[src/hw/rtl/lfp_pkg.sv]
// Shared types, constants and helper functions of the LED frame parser.
`timescale 1ns / 1ps

package lfp_pkg;

	localparam int MAGIC_LEN = 3;
	localparam int HEADER_LEN = 6;
	localparam int BYTES_PER_PIXEL = 3;
	localparam int CNT_W = 16;
	localparam int LEN_W = 18;
	localparam int IDX_W = 11;
	localparam int PIX_W = 10;
	localparam logic [PIX_W-1:0] PIX_SAT = 10'h3FF;
	localparam logic [7:0] GAP_TIMEOUT_RESET = 8'd2;
	localparam logic [7:0] CHECK_SALT_RESET = 8'h55;

	localparam logic FUNC_BYTE = 1'b0;
	localparam logic FUNC_CONSUME = 1'b1;

	typedef enum logic [3:0] {
		ST_MAGIC_OK = 4'd0,
		ST_MAGIC_BAD = 4'd1,
		ST_COUNT = 4'd2,
		ST_CHECK_OK = 4'd3,
		ST_CHECK_BAD = 4'd4,
		ST_DATA = 4'd5,
		ST_FRAME_DONE = 4'd6,
		ST_BUSY_IGNORED = 4'd7,
		ST_TOO_LONG = 4'd8,
		ST_CONSUMED = 4'd9
	} status_t;

	typedef struct packed {
		logic [7:0] gap_timeout_ms;
		logic [7:0] check_salt;
	} cfg_t;

	typedef struct packed {
		logic func;
		logic [7:0] rx_byte;
		logic [31:0] now_ms;
	} item_t;

	typedef struct packed {
		status_t status;
		logic [IDX_W-1:0] byte_index;
		logic [7:0] byte_value;
		logic store_valid;
		logic frame_done;
		logic [PIX_W-1:0] pixel_count;
		logic [PIX_W-1:0] peak_pixels;
	} res_t;

	function automatic logic [7:0] magic_byte(input logic [1:0] pos);
		logic [7:0] b;
		case (pos)
			2'd0: b = 8'h41;
			2'd1: b = 8'h64;
			2'd2: b = 8'h61;
			default: b = 8'h00;
		endcase
		return b;
	endfunction

	function automatic logic [PIX_W-1:0] sat_pixels(input logic [CNT_W-1:0] v);
		return (v > CNT_W'(PIX_SAT)) ? PIX_SAT : v[PIX_W-1:0];
	endfunction

endpackage

[src/hw/rtl/lfp_if.sv]
// Valid/ready channel interfaces for incoming bytes and parse results.
`timescale 1ns / 1ps

interface lfp_in_if import lfp_pkg::*; ();
	logic valid;
	logic ready;
	logic func;
	logic [7:0] rx_byte;
	logic [31:0] now_ms;

	modport source (output valid, func, rx_byte, now_ms, input ready);
	modport sink (input valid, func, rx_byte, now_ms, output ready);
endinterface

interface lfp_out_if import lfp_pkg::*; ();
	logic valid;
	logic ready;
	status_t status;
	logic [IDX_W-1:0] byte_index;
	logic [7:0] byte_value;
	logic store_valid;
	logic frame_done;
	logic [PIX_W-1:0] pixel_count;
	logic [PIX_W-1:0] peak_pixels;

	modport source (output valid, status, byte_index, byte_value, store_valid, frame_done,
		pixel_count, peak_pixels, input ready);
	modport sink (input valid, status, byte_index, byte_value, store_valid, frame_done,
		pixel_count, peak_pixels, output ready);
endinterface

[src/hw/rtl/led_frame_parser.sv]
// Top level of the LED frame parser: input register, parser, result register, APB registers.
//
//  channel | direction | handshake        | word
//  --------+-----------+------------------+---------------------------------------------
//  rx      | in        | valid / ready    | func, rx_byte, now_ms
//  res     | out       | valid / ready    | status, index, value, flags, pixel counts
//  apb     | in        | psel/penable     | gap_timeout_ms at 0x0, check_salt at 0x4
//
// One word is accepted per cycle while the result side is not stalled.
// The parse step is one pass of logic between the input and result registers,
// and the parser state is updated as a word moves from one to the other.
// When the result is stalled the input register still takes one more word.
// Reset is asynchronous and clears the frame state, the peak count and the registers.
`timescale 1ns / 1ps

module led_frame_parser import lfp_pkg::*; #(
	parameter int MAX_PIXELS = 512
) (
	input logic clk,
	input logic arst_n,
	lfp_in_if.sink rx,
	lfp_out_if.source res,
	input logic psel,
	input logic penable,
	input logic pwrite,
	input logic [2:0] paddr,
	input logic [31:0] pwdata,
	output logic [31:0] prdata,
	output logic pready
);

	cfg_t cfg;
	item_t in_item;
	item_t item_s1;
	logic valid_s1;
	logic valid_s2;
	logic out_free;
	logic advance;
	res_t res_d;
	res_t res_s2;

	assign in_item.func = rx.func;
	assign in_item.rx_byte = rx.rx_byte;
	assign in_item.now_ms = rx.now_ms;
	assign advance = valid_s1 && out_free;

	lfp_apb_regs u_regs (
		.clk(clk),
		.arst_n(arst_n),
		.psel(psel),
		.penable(penable),
		.pwrite(pwrite),
		.paddr(paddr),
		.pwdata(pwdata),
		.prdata(prdata),
		.pready(pready),
		.cfg(cfg)
	);

	lfp_in_stage u_in (
		.clk(clk),
		.arst_n(arst_n),
		.in_valid(rx.valid),
		.in_item(in_item),
		.advance(advance),
		.in_ready(rx.ready),
		.valid_s1(valid_s1),
		.item_s1(item_s1)
	);

	lfp_parse_core #(.MAX_PIXELS(MAX_PIXELS)) u_core (
		.clk(clk),
		.arst_n(arst_n),
		.cfg(cfg),
		.fire(advance),
		.item(item_s1),
		.res_d(res_d)
	);

	lfp_out_stage u_out (
		.clk(clk),
		.arst_n(arst_n),
		.load(advance),
		.res_d(res_d),
		.out_ready(res.ready),
		.out_free(out_free),
		.valid_s2(valid_s2),
		.res_s2(res_s2)
	);

	assign res.valid = valid_s2;
	assign res.status = res_s2.status;
	assign res.byte_index = res_s2.byte_index;
	assign res.byte_value = res_s2.byte_value;
	assign res.store_valid = res_s2.store_valid;
	assign res.frame_done = res_s2.frame_done;
	assign res.pixel_count = res_s2.pixel_count;
	assign res.peak_pixels = res_s2.peak_pixels;

endmodule

[src/hw/rtl/lfp_apb_regs.sv]
// APB configuration registers: gap timeout and header check salt.
`timescale 1ns / 1ps

module lfp_apb_regs import lfp_pkg::*; (
	input logic clk,
	input logic arst_n,
	input logic psel,
	input logic penable,
	input logic pwrite,
	input logic [2:0] paddr,
	input logic [31:0] pwdata,
	output logic [31:0] prdata,
	output logic pready,
	output cfg_t cfg
);

	localparam logic REG_GAP_TIMEOUT = 1'b0;
	localparam logic REG_CHECK_SALT = 1'b1;

	logic [7:0] gap_q;
	logic [7:0] salt_q;
	logic wr_en;

	assign pready = 1'b1;
	assign wr_en = psel && penable && pwrite && pready;

	always_ff @(posedge clk or negedge arst_n) begin
		if (!arst_n) begin
			gap_q <= GAP_TIMEOUT_RESET;
			salt_q <= CHECK_SALT_RESET;
		end else if (wr_en) begin
			case (paddr[2])
				REG_GAP_TIMEOUT: gap_q <= pwdata[7:0];
				REG_CHECK_SALT: salt_q <= pwdata[7:0];
				default: ;
			endcase
		end
	end

	always_comb begin
		case (paddr[2])
			REG_GAP_TIMEOUT: prdata = {24'b0, gap_q};
			REG_CHECK_SALT: prdata = {24'b0, salt_q};
			default: prdata = '0;
		endcase
	end

	assign cfg.gap_timeout_ms = gap_q;
	assign cfg.check_salt = salt_q;

endmodule

[src/hw/rtl/lfp_in_stage.sv]
// Input register that holds one accepted word until the parser takes it.
`timescale 1ns / 1ps

module lfp_in_stage import lfp_pkg::*; (
	input logic clk,
	input logic arst_n,
	input logic in_valid,
	input item_t in_item,
	input logic advance,
	output logic in_ready,
	output logic valid_s1,
	output item_t item_s1
);

	assign in_ready = !valid_s1 || advance;

	always_ff @(posedge clk or negedge arst_n) begin
		if (!arst_n) begin
			valid_s1 <= 1'b0;
		end else if (in_ready) begin
			valid_s1 <= in_valid;
		end
	end

	always_ff @(posedge clk) begin
		if (in_ready && in_valid) begin
			item_s1 <= in_item;
		end
	end

endmodule

[src/hw/rtl/lfp_parse_core.sv]
// Frame parser state and the single-pass logic that turns one word into its result.
`timescale 1ns / 1ps

module lfp_parse_core import lfp_pkg::*; #(
	parameter int MAX_PIXELS = 512
) (
	input logic clk,
	input logic arst_n,
	input cfg_t cfg,
	input logic fire,
	input item_t item,
	output res_t res_d
);

	localparam int POS_MAX = BYTES_PER_PIXEL * MAX_PIXELS + HEADER_LEN - 1;
	localparam int POS_W = $clog2(POS_MAX + 2);

	logic [POS_W-1:0] pos_q, pos_d, pos_eff, pos_inc;
	logic [31:0] last_q, last_d, gap;
	logic [7:0] hi_q, hi_d, lo_q, lo_d;
	logic busy_q, busy_d;
	logic [PIX_W-1:0] peak_q, peak_d, sat_cnt;
	logic [CNT_W-1:0] cnt_q;
	logic [LEN_W-1:0] frame_len;
	logic [7:0] chk;
	logic finish;

	assign cnt_q = {hi_q, lo_q};
	assign sat_cnt = sat_pixels(cnt_q);
	assign gap = item.now_ms - last_q;
	assign pos_eff = (pos_q != '0 && gap > {24'b0, cfg.gap_timeout_ms}) ? '0 : pos_q;
	assign pos_inc = pos_eff + POS_W'(1);
	assign frame_len = LEN_W'(cnt_q) * LEN_W'(BYTES_PER_PIXEL) + LEN_W'(HEADER_LEN);
	assign chk = hi_q ^ lo_q ^ cfg.check_salt;

	always_comb begin
		pos_d = pos_q;
		last_d = last_q;
		hi_d = hi_q;
		lo_d = lo_q;
		busy_d = busy_q;
		peak_d = peak_q;
		finish = 1'b0;
		res_d.status = ST_MAGIC_OK;
		res_d.byte_index = '0;
		res_d.byte_value = '0;
		res_d.store_valid = 1'b0;
		res_d.frame_done = 1'b0;

		if (item.func == FUNC_CONSUME) begin
			res_d.status = ST_CONSUMED;
			if (busy_q) begin
				busy_d = 1'b0;
				pos_d = '0;
				last_d = item.now_ms;
			end
		end else if (busy_q) begin
			res_d.status = ST_BUSY_IGNORED;
		end else begin
			last_d = item.now_ms;
			if (pos_eff < POS_W'(MAGIC_LEN)) begin
				res_d.byte_index = IDX_W'(pos_eff);
				if (item.rx_byte == magic_byte(pos_eff[1:0])) begin
					res_d.status = ST_MAGIC_OK;
					pos_d = pos_inc;
				end else begin
					res_d.status = ST_MAGIC_BAD;
					pos_d = '0;
				end
			end else if (pos_eff == POS_W'(MAGIC_LEN)) begin
				hi_d = item.rx_byte;
				res_d.status = ST_COUNT;
				pos_d = pos_inc;
			end else if (pos_eff == POS_W'(MAGIC_LEN + 1)) begin
				lo_d = item.rx_byte;
				res_d.status = ST_COUNT;
				pos_d = pos_inc;
			end else if (pos_eff == POS_W'(HEADER_LEN - 1)) begin
				if (item.rx_byte != chk) begin
					res_d.status = ST_CHECK_BAD;
					pos_d = '0;
				end else if (cnt_q > CNT_W'(MAX_PIXELS)) begin
					res_d.status = ST_TOO_LONG;
					pos_d = '0;
				end else if (cnt_q == '0) begin
					res_d.status = ST_FRAME_DONE;
					finish = 1'b1;
				end else begin
					res_d.status = ST_CHECK_OK;
					pos_d = POS_W'(HEADER_LEN);
				end
			end else begin
				res_d.byte_index = IDX_W'(pos_eff - POS_W'(HEADER_LEN));
				res_d.byte_value = item.rx_byte;
				res_d.store_valid = 1'b1;
				pos_d = pos_inc;
				if (LEN_W'(pos_inc) >= frame_len) begin
					res_d.status = ST_FRAME_DONE;
					finish = 1'b1;
				end else begin
					res_d.status = ST_DATA;
				end
			end
		end

		if (finish) begin
			res_d.frame_done = 1'b1;
			busy_d = 1'b1;
			pos_d = '0;
			if (sat_cnt > peak_q) begin
				peak_d = sat_cnt;
			end
		end

		res_d.pixel_count = sat_pixels({hi_d, lo_d});
		res_d.peak_pixels = peak_d;
	end

	always_ff @(posedge clk or negedge arst_n) begin
		if (!arst_n) begin
			pos_q <= '0;
			last_q <= '0;
			hi_q <= '0;
			lo_q <= '0;
			busy_q <= 1'b0;
			peak_q <= '0;
		end else if (fire) begin
			pos_q <= pos_d;
			last_q <= last_d;
			hi_q <= hi_d;
			lo_q <= lo_d;
			busy_q <= busy_d;
			peak_q <= peak_d;
		end
	end

`ifndef NO_ASSERTIONS
	a_busy_at_start: assert property (@(posedge clk) disable iff (!arst_n)
		busy_q |-> pos_q == '0)
		else $error("parser busy with a partial frame position");
	a_peak_monotonic: assert property (@(posedge clk) disable iff (!arst_n)
		peak_q >= $past(peak_q))
		else $error("peak pixel count went down");
	a_done_sets_busy: assert property (@(posedge clk) disable iff (!arst_n)
		fire && res_d.frame_done |=> busy_q)
		else $error("completed frame did not make the parser busy");
	a_pos_in_range: assert property (@(posedge clk) disable iff (!arst_n)
		pos_q <= POS_W'(POS_MAX))
		else $error("frame position beyond the longest frame");
`endif

endmodule

[src/hw/rtl/lfp_out_stage.sv]
// Result register that presents one result word until the consumer takes it.
`timescale 1ns / 1ps

module lfp_out_stage import lfp_pkg::*; (
	input logic clk,
	input logic arst_n,
	input logic load,
	input res_t res_d,
	input logic out_ready,
	output logic out_free,
	output logic valid_s2,
	output res_t res_s2
);

	assign out_free = !valid_s2 || out_ready;

	always_ff @(posedge clk or negedge arst_n) begin
		if (!arst_n) begin
			valid_s2 <= 1'b0;
		end else if (out_free) begin
			valid_s2 <= load;
		end
	end

	always_ff @(posedge clk) begin
		if (load) begin
			res_s2 <= res_d;
		end
	end

endmodule

[src/flat_wrapper.sv]
// flat-port wrapper written by rule: the top's interface ports become plain ports
module led_frame_parser_flat import lfp_pkg::*;
#(
	parameter int MAX_PIXELS = 512
)
  (clk, arst_n, psel, penable, pwrite, paddr, pwdata, prdata, pready, rx_valid, rx_func, rx_rx_byte, rx_now_ms, rx_ready, res_valid, res_status, res_byte_index, res_byte_value, res_store_valid, res_frame_done, res_pixel_count, res_peak_pixels, res_ready);
  lfp_in_if rx_i ();
  lfp_out_if res_i ();
  input logic clk;
  input logic arst_n;
  input logic psel;
  input logic penable;
  input logic pwrite;
  input logic [2:0] paddr;
  input logic [31:0] pwdata;
  output logic [31:0] prdata;
  output logic pready;
  input wire logic [$bits(rx_i.valid)-1:0] rx_valid;
  input wire logic [$bits(rx_i.func)-1:0] rx_func;
  input wire logic [$bits(rx_i.rx_byte)-1:0] rx_rx_byte;
  input wire logic [$bits(rx_i.now_ms)-1:0] rx_now_ms;
  output wire logic [$bits(rx_i.ready)-1:0] rx_ready;
  output wire logic [$bits(res_i.valid)-1:0] res_valid;
  output wire logic [$bits(res_i.status)-1:0] res_status;
  output wire logic [$bits(res_i.byte_index)-1:0] res_byte_index;
  output wire logic [$bits(res_i.byte_value)-1:0] res_byte_value;
  output wire logic [$bits(res_i.store_valid)-1:0] res_store_valid;
  output wire logic [$bits(res_i.frame_done)-1:0] res_frame_done;
  output wire logic [$bits(res_i.pixel_count)-1:0] res_pixel_count;
  output wire logic [$bits(res_i.peak_pixels)-1:0] res_peak_pixels;
  input wire logic [$bits(res_i.ready)-1:0] res_ready;
  assign rx_i.valid = rx_valid;
  assign rx_i.func = rx_func;
  assign rx_i.rx_byte = rx_rx_byte;
  assign rx_i.now_ms = rx_now_ms;
  assign rx_ready = rx_i.ready;
  assign res_valid = res_i.valid;
  assign res_status = res_i.status;
  assign res_byte_index = res_i.byte_index;
  assign res_byte_value = res_i.byte_value;
  assign res_store_valid = res_i.store_valid;
  assign res_frame_done = res_i.frame_done;
  assign res_pixel_count = res_i.pixel_count;
  assign res_peak_pixels = res_i.peak_pixels;
  assign res_i.ready = res_ready;
  led_frame_parser #(.MAX_PIXELS(MAX_PIXELS)) u_core (.clk(clk), .arst_n(arst_n), .rx(rx_i), .res(res_i), .psel(psel), .penable(penable), .pwrite(pwrite), .paddr(paddr), .pwdata(pwdata), .prdata(prdata), .pready(pready));
endmodule
[config.mk]
export PLATFORM = sky130hd
export DESIGN_NAME = led_frame_parser_flat
export DESIGN_NICKNAME = d
export VERILOG_FILES = /design/src/hw/rtl/lfp_pkg.sv /design/src/hw/rtl/lfp_if.sv /design/src/hw/rtl/led_frame_parser.sv /design/src/hw/rtl/lfp_apb_regs.sv /design/src/hw/rtl/lfp_in_stage.sv /design/src/hw/rtl/lfp_parse_core.sv /design/src/hw/rtl/lfp_out_stage.sv /design/src/flat_wrapper.sv
export SDC_FILE = /design/constraint.sdc
export NUM_CORES = 1
export LEC_CHECK = 0
export ABC_AREA = 1
export BUFFER_PORTS_ARGS = -buffer_cell sky130_fd_sc_hd__buf_2
export CORE_ASPECT_RATIO = 1.75
export CORE_MARGIN = 8
export CORE_UTILIZATION = 25
export CTS_BUF_LIST = sky130_fd_sc_hd__clkbuf_8
export DETAILED_ROUTE_END_ITERATION = 16
export PLACE_DENSITY = 0.39
export SYNTH_ARGS = -nofsm -noshare
export SYNTH_HDL_FRONTEND = slang
export SYNTH_SLANG_ARGS = --single-unit
[constraint.sdc]
create_clock -name clk -period 10.4 [get_ports clk]
set_input_delay 2.08 -clock clk [delete_from_list [all_inputs] [get_ports clk]]
set_output_delay 2.08 -clock clk [all_outputs]
set_load 0.1 [all_outputs]
==> results of run 1 <==
[synth_stat cells (all sizes together) (2+ instances only)]
cell	count	area (um2)
dfstp	5	131
and2	7	46.3
clkinv	2	7.51
xor2	27	236
a211oi	3	22.5
nor3b	2	15.0
o21ai	75	390
a221oi	3	26.3
o31ai	5	47.5
clkbuf	16	60.1
nand2	496	1920
nor3	16	106
inv	276	1040
nand3b	6	45.0
o21a	3	22.5
edfxtp	86	2580
ha	108	1350
a21oi	87	439
and3	3	18.8
nand3	95	566
nor2	140	592
o41ai	3	26.3
or2	4	25.0
a21o	2	15.0
nand4	35	275
o211ai	2	15.0
nor4	4	25.0
dfrtp	83	2080
fa	2	40.0
buf	38	302
o21bai	2	15.0
conb	2	7.51
xnor2	24	210
[worst max-delay path by stage]
stage / start / to / depth (start not counted)
2_1_floorplan: paddr[2] / prdata[5] / 2
3_3_place_gp: u_core.u_core.last_q[0] / u_core.u_core.peak_q[9] / 46
3_5_place_dp: u_core.u_core.last_q[0] / u_core.u_core.peak_q[9] / 46
4_1_cts: u_core.u_core.last_q[0] / u_core.u_core.peak_q[9] / 46
5_1_grt: u_core.u_core.last_q[0] / u_core.u_core.peak_q[9] / 46
6_report: u_core.u_core.last_q[0] / u_core.u_core.peak_q[9] / 46
[through the flow]
step                      setup WS [ns]  power, W  hold slack, ns  instances
after floorplan                    3.92   0.00305           0.453       1692
after global placement             2.56   0.00370           0.467       2420
after detailed placement           2.53   0.00371           0.473       2420
after CTS                          2.45   0.00424           0.499       2452
after global routing               1.89   0.00454           0.515       2453
final                              2.62   0.00416           0.496       2453
[registers in the layout (all words and copies together), names as in the netlist]
| signal | cells |
|---|---|
| u_core.u_out.res_s2 | 45 |
| u_core.u_in.item_s1 | 41 |
| u_core.u_core.last_q | 32 |
| u_core.u_core.pos_q | 11 |
| u_core.u_core.peak_q | 10 |
| u_core.u_core.hi_q | 8 |
| u_core.u_core.lo_q | 8 |
| u_core.u_regs.gap_q | 8 |
| u_core.u_regs.salt_q | 8 |
| u_core.u_core.busy_q | 1 |
| u_core.u_in.valid_s1 | 1 |
| u_core.u_out.valid_s2 | 1 |
[metal layers]
metal | vias up | track usage (%) | routed length, um
met3 | 55 | 2.68 | 1260
met4 | 0 | 5.50 | 1170
met1 | 4911 | 12.4 | 14000
met5 | - | 0 | 0
li1 | 5516 | - | -
met2 | 215 | 29.6 | 24100
[worst reg2reg max path, delay by kind of cell (launching register included)]
family | cells | cell delay, ns
compound gates | 3 | 0.42
simple gates | 32 | 4.48
xor+xnor | 2 | 0.49
flops | 1 | 0.40
buf+inv | 4 | 0.48
fa+ha+maj | 5 | 1.44
[cell families after synthesis]
group,Yosys count,share of synthesized area [%]
xor gates and xnor gates,51,3.50
adders and majority gates,110,10.9
buffers and inverters,332,11.0
muxes,1,0.0883
other,2,0.0589
and+or+nand+nor,809,28.6
AOI/OAI and AO/OA,190,8.29
DFF,174,37.6
[power groups by stage]
stage / Clock [W] / Combinational (W) / Sequential [W]
3_5_place_dp: 0 / 0.00268 / 0.00103
4_1_cts: 0.000533 / 0.00269 / 0.00102
3_3_place_gp: 0 / 0.00267 / 0.00103
5_1_grt: 0.000549 / 0.00296 / 0.00103
2_1_floorplan: 0 / 0.00173 / 0.00132
6_report: 0.000503 / 0.00264 / 0.00101
[area by class of cell]
type	count	area (um2)	share of cell area [%]
clock buffers	17	234	1.64
well taps	666	833	5.83
inverters	278	1040	7.30
flip-flops and latches	174	4790	33.5
multi-input cells	1186	6640	46.5
clock inverters	15	149	1.04
repair buffers	116	596	4.17
diodes	1	2.50	0.0175
==> results.md, run 1 <==
* Most common cell after layout, fill and taps aside: nand2_1
* Buffers on Ports at 111
* Worst path buffer plus inverter count at 4
* Row cnt at 109
* Die width at 187 um
* Via count at 10700
* CP peak stage delay at 0.41 ns
* Post-CTS Hold Fix Bufs at 0
* Status: completed
* Sw Share at 55.5%
* Setup crit start kind: register
* Relative slew margins at 30.2%
* Reg2Reg Setup Slack at 2.62 ns
* Synth async-reset ratio at 50.6%
* Post-synth top flop: edfxtp_1
* Share of layout cells above drive strength 1 at 13.8%
* Filler cells at 5622
* Htree depth at 4
* Post-Syn Instances at 1669
* Initial DRT Pass Iterations at 5
* Sequential Power Share at 24.4%
* Distinct cells, synth at 62
* Starting density of the core at 25.3%
* Detailed Route WL at 40500 um
* Largest net degree at the start of global routing at 76
* Clock Skew at 0.0288 ns
* Slowest-stage cell, CP: fa_1
* Initial antenna violation count at 2
* Vias in the first global route at 11100
* Crit path time final at 7.78 ns
* WP data arrival at 8.23 ns
* Clock Path Buffers at 2
* Tightest Pin Transition at 1.04 ns
* Mapped Area at 12800 um2
* Setup bufs post-CTS at 0
* Hold EP: u_core.u_regs.gap_q[7]
* Clk_lat worst skew at 0.54 ns
* Most frequent cells in the layout: 474 x nand2_1, 261 x inv_1, 125 x nor2_1, 110 x buf_2, 108 x ha_1
* Post-Syn Area per Cell at 7.64 um2
* Worst r2r src: u_core.u_core.last_q[0]
* Area Growth Syn to Fin at 12.1%
* WP data required at 10.85 ns
* Crit Reg-Reg Endpoint: u_core.u_core.peak_q[9]
* Post-DP HPWL at 33600 um
* Hold path startpoint: u_core.u_regs.gap_q[7]
* Drt wl/cell at 16.5 um
* Clock power share at 12.1%
* Syn. warnings at 0
* Synth Register Bits at 174
* Cell family with most CP delay: simple AND/OR/NAND/NOR gates
* GRT Overall Usage at 14.0%
* Worst-path fanout max at 22
* Setup violators final at 0
* Max Clk Rate at 129 MHz
* Overflow after GRT at 0
* Placed cell area at 13900 um2
* Final Util at 28.3%
* Fin area at 14300 um2
* Clock transition at path regs at 0.11 ns
* Placer Congestion at 0.874
* P_int at 0.00185 W
* Pins Over Slew Limit at 0
* Final Hold Viols at 0
* WHS Path Cells at 2
* Die Area at 58800 um2
* Clk sinks at 174
* Power Dens Cells at 291 nW/um2
* Hold Path Class: register to register
* Sequential area share after synthesis at 37.6%
* NetSw at 0.00231 W
* Inserted Clock Buffers at 17
* Fin crit share at 74.8%
* Via density at 4.36
* First-pass GRT wire length at 62800 um
* Setup_tns at 0 ns
* CTS resizes at 0
* Worst Setup End Kind: register
* Post-DRT Antenna Nets at 0
* CTS tree: yes
* DIE HEIGHT at 315 um
* Reg2Reg Depth at 46
* RSZ-0062 raised after global routing: false
* Drt initial violations at 447
* I/O pin cnt at 163
* Number of enable flip-flop cells after synthesis at 86
* Comb power frac at 63.6%
* Max VDD drop at 138 uV
* Residual DRC at 0
* Leak at 7.39 nW
* Final net count at 1966
* CP dominant cell by count: nand2_1
* CTS root buf: clkbuf_8
* Total of max-cap violations at 0
* Core Footprint at 50500 um2
* Worst setup path class: register to register
Note: power is estimated with default switching activity, not from simulation.
==> run 2, diff against run 1 <==
==> constraint.sdc (replaced) <==
create_clock -name clk -period 7.83 [get_ports clk]
set_input_delay 1.566 -clock clk [delete_from_list [all_inputs] [get_ports clk]]
set_output_delay 1.566 -clock clk [all_outputs]
set_load 0.1 [all_outputs]
==> results.md, run 2 (synthesis gave the netlist of run 1 again) <==
* Status: completed
* Hold Path Class: register to register
* Worst Setup End Kind: register
* Starting density of the core at 25.3%
* Htree depth at 4
* Initial DRT Pass Iterations at 5
* WP data required at 8.11 ns
* Final net count at 1974
* CP dominant cell by count: nand2_1
* Leak at 7.44 nW
* Final Hold Viols at 0
* Worst setup path class: register to register
* Inserted Clock Buffers at 17
* Clk sinks at 174
* Via count at 10700
* Filler cells at 5565
* Worst-path fanout max at 10
* Detailed Route WL at 40900 um
* Core Footprint at 50500 um2
* Biggest regs: u_core.u_out.res_s2 x45, u_core.u_in.item_s1 x41, u_core.u_core.last_q x32
* CTS tree: yes
* Max VDD drop at 242 uV
* WP data arrival at 7.39 ns
* Clock transition at path regs at 0.10 ns
* GRT Overall Usage at 14.0%
* Max Clk Rate at 141 MHz
* DIE HEIGHT at 315 um
* Row cnt at 109
* Via density at 4.36
* Fin crit share at 90.8%
* RSZ-0062 raised after global routing: false
* Die Area at 58800 um2
* Share of layout cells above drive strength 1 at 14.9%
* Power Dens Cells at 386 nW/um2
* Finished Layout Cells at 2461
* Register area at 4790 um2
* Post-DP HPWL at 33500 um
* Post-CTS Hold Fix Bufs at 0
* Crit path time final at 7.11 ns
* Clock Path Buffers at 2
* Hold Worst Slack at 0.496 ns
* Most frequent cells in the layout: 471 x nand2_1, 261 x inv_1, 122 x nor2_1, 110 x buf_2, 104 x ha_1
* I/O pin cnt at 163
* Slowest-stage cell, CP: fa_1
* Placer Congestion at 0.878
* Clk_lat worst skew at 0.54 ns
* CP peak stage delay at 0.41 ns
* Relative slew margins at 28.6%
* Die width at 187 um
* Total of max-cap violations at 0
* Drt initial violations at 494
* CTS root buf: clkbuf_8
* Multi-input logic area at 6760 um2
* Overflow after GRT at 0
* Vias in the first global route at 11100
* DP Cell Count at 2427
* Post-DRT Antenna Nets at 0
* Setup_tns at 0 ns
* First-pass GRT wire length at 62700 um
* Largest net degree at the start of global routing at 77
* Initial antenna violation count at 1
* Max FFs per register at 45
* Residual DRC at 0
* Area Growth Syn to Fin at 13.6%
* Setup violators final at 0
* Most common cell after layout, fill and taps aside: nand2_1
* Drt wl/cell at 16.6 um
* Tightest Pin Transition at 1.06 ns
* Clock Skew at 0.0187 ns
* Largest reg by FF count: u_core.u_out.res_s2
* Pins Over Slew Limit at 0
* Buffers on Ports at 111
* Setup crit start kind: register
-- run 2: cell count changes in the layout (fill, tap and decap cells not counted), moves of 3 or more --
cell      previous run  this run
inv_6                7         3
buf_4                6        12
clkinv_8             0         3
xor2_1              27        24
ha_1               108       104
xor2_2               0         3
nand2_1            474       471
inv_8                2         6
nor2_1             125       122
nand2_2             21        24
ha_4                 0         3
-- run 2: worst max-delay path: cells and delay by family (launching register included) --
kind	cells	cell delay [ns]
simple gates	30	3.77
fa+ha+maj	5	1.44
buf+inv	4	0.48
flops	1	0.40
compound gates	3	0.39
xor+xnor	2	0.37
-- run 2: final timing paths --
kind	start	slack (ns)	cells after the start	to
worst min register to register	u_core.u_regs.gap_q[7]	0.50	2	u_core.u_regs.gap_q[7]
min in group asynchronous	arst_n	1.01	1	u_core.u_core.peak_q[8]
worst max register to register	u_core.u_core.last_q[0]	0.72	44	u_core.u_out.res_s2[9]
max in group asynchronous	arst_n	5.60	2	u_core.u_core.last_q[25]
worst min-delay path	u_core.u_regs.gap_q[7]	0.50	2	u_core.u_regs.gap_q[7]
worst max-delay path	u_core.u_core.last_q[0]	0.72	44	u_core.u_out.res_s2[9]
-- run 2: final cells by class --
| class | instances | share of cell area [%] |
|---|---|---|
| multi-input combinational | 1187 | 46.6 |
| sequential | 174 | 33.1 |
| inverter | 278 | 7.20 |
| tap | 666 | 5.75 |
| timing repair buffer | 123 | 4.56 |
| clock buffer | 17 | 1.61 |
| clock inverter | 15 | 1.16 |
| antenna | 1 | 0.0173 |
-- run 2: timing repair --
| item | CTS | global route |
|---|---|---|
| buffers inserted | 0 | 0 |
| resized for setup | 0 | 18 |
| setup endpoints to repair | 0 | 20 |
-- run 2: where the power goes --
part | internal [W] | total [W] | switching, W
Clock | 0.000243 | 0.000670 | 0.000427
Sequential | 0.00121 | 0.00134 | 0.000132
Combinational | 0.00102 | 0.00358 | 0.00256
Total | 0.00247 | 0.00560 | 0.00312
-- run 2: through the flow --
stage	utilization, %	instance area, um2	setup WS (ns)	power, W
floorplan	-	12800	1.85	0.00405
global placement	27.7	14000	0.425	0.00492
detailed placement	27.7	14000	0.397	0.00494
CTS	28.5	14400	0.338	0.00565
global route	28.7	14500	0.0431	0.00613
finish	28.7	14500	0.718	0.00560
-- run 2: routing by layer --
metal	share of wire [%]	vias to the layer above	GRT usage, %
met5	0	-	0
met4	3.5	0	6.25
met3	3.1	58	2.54
met2	59	213	29.5
met1	35	4931	12.4
li1	-	5525	-
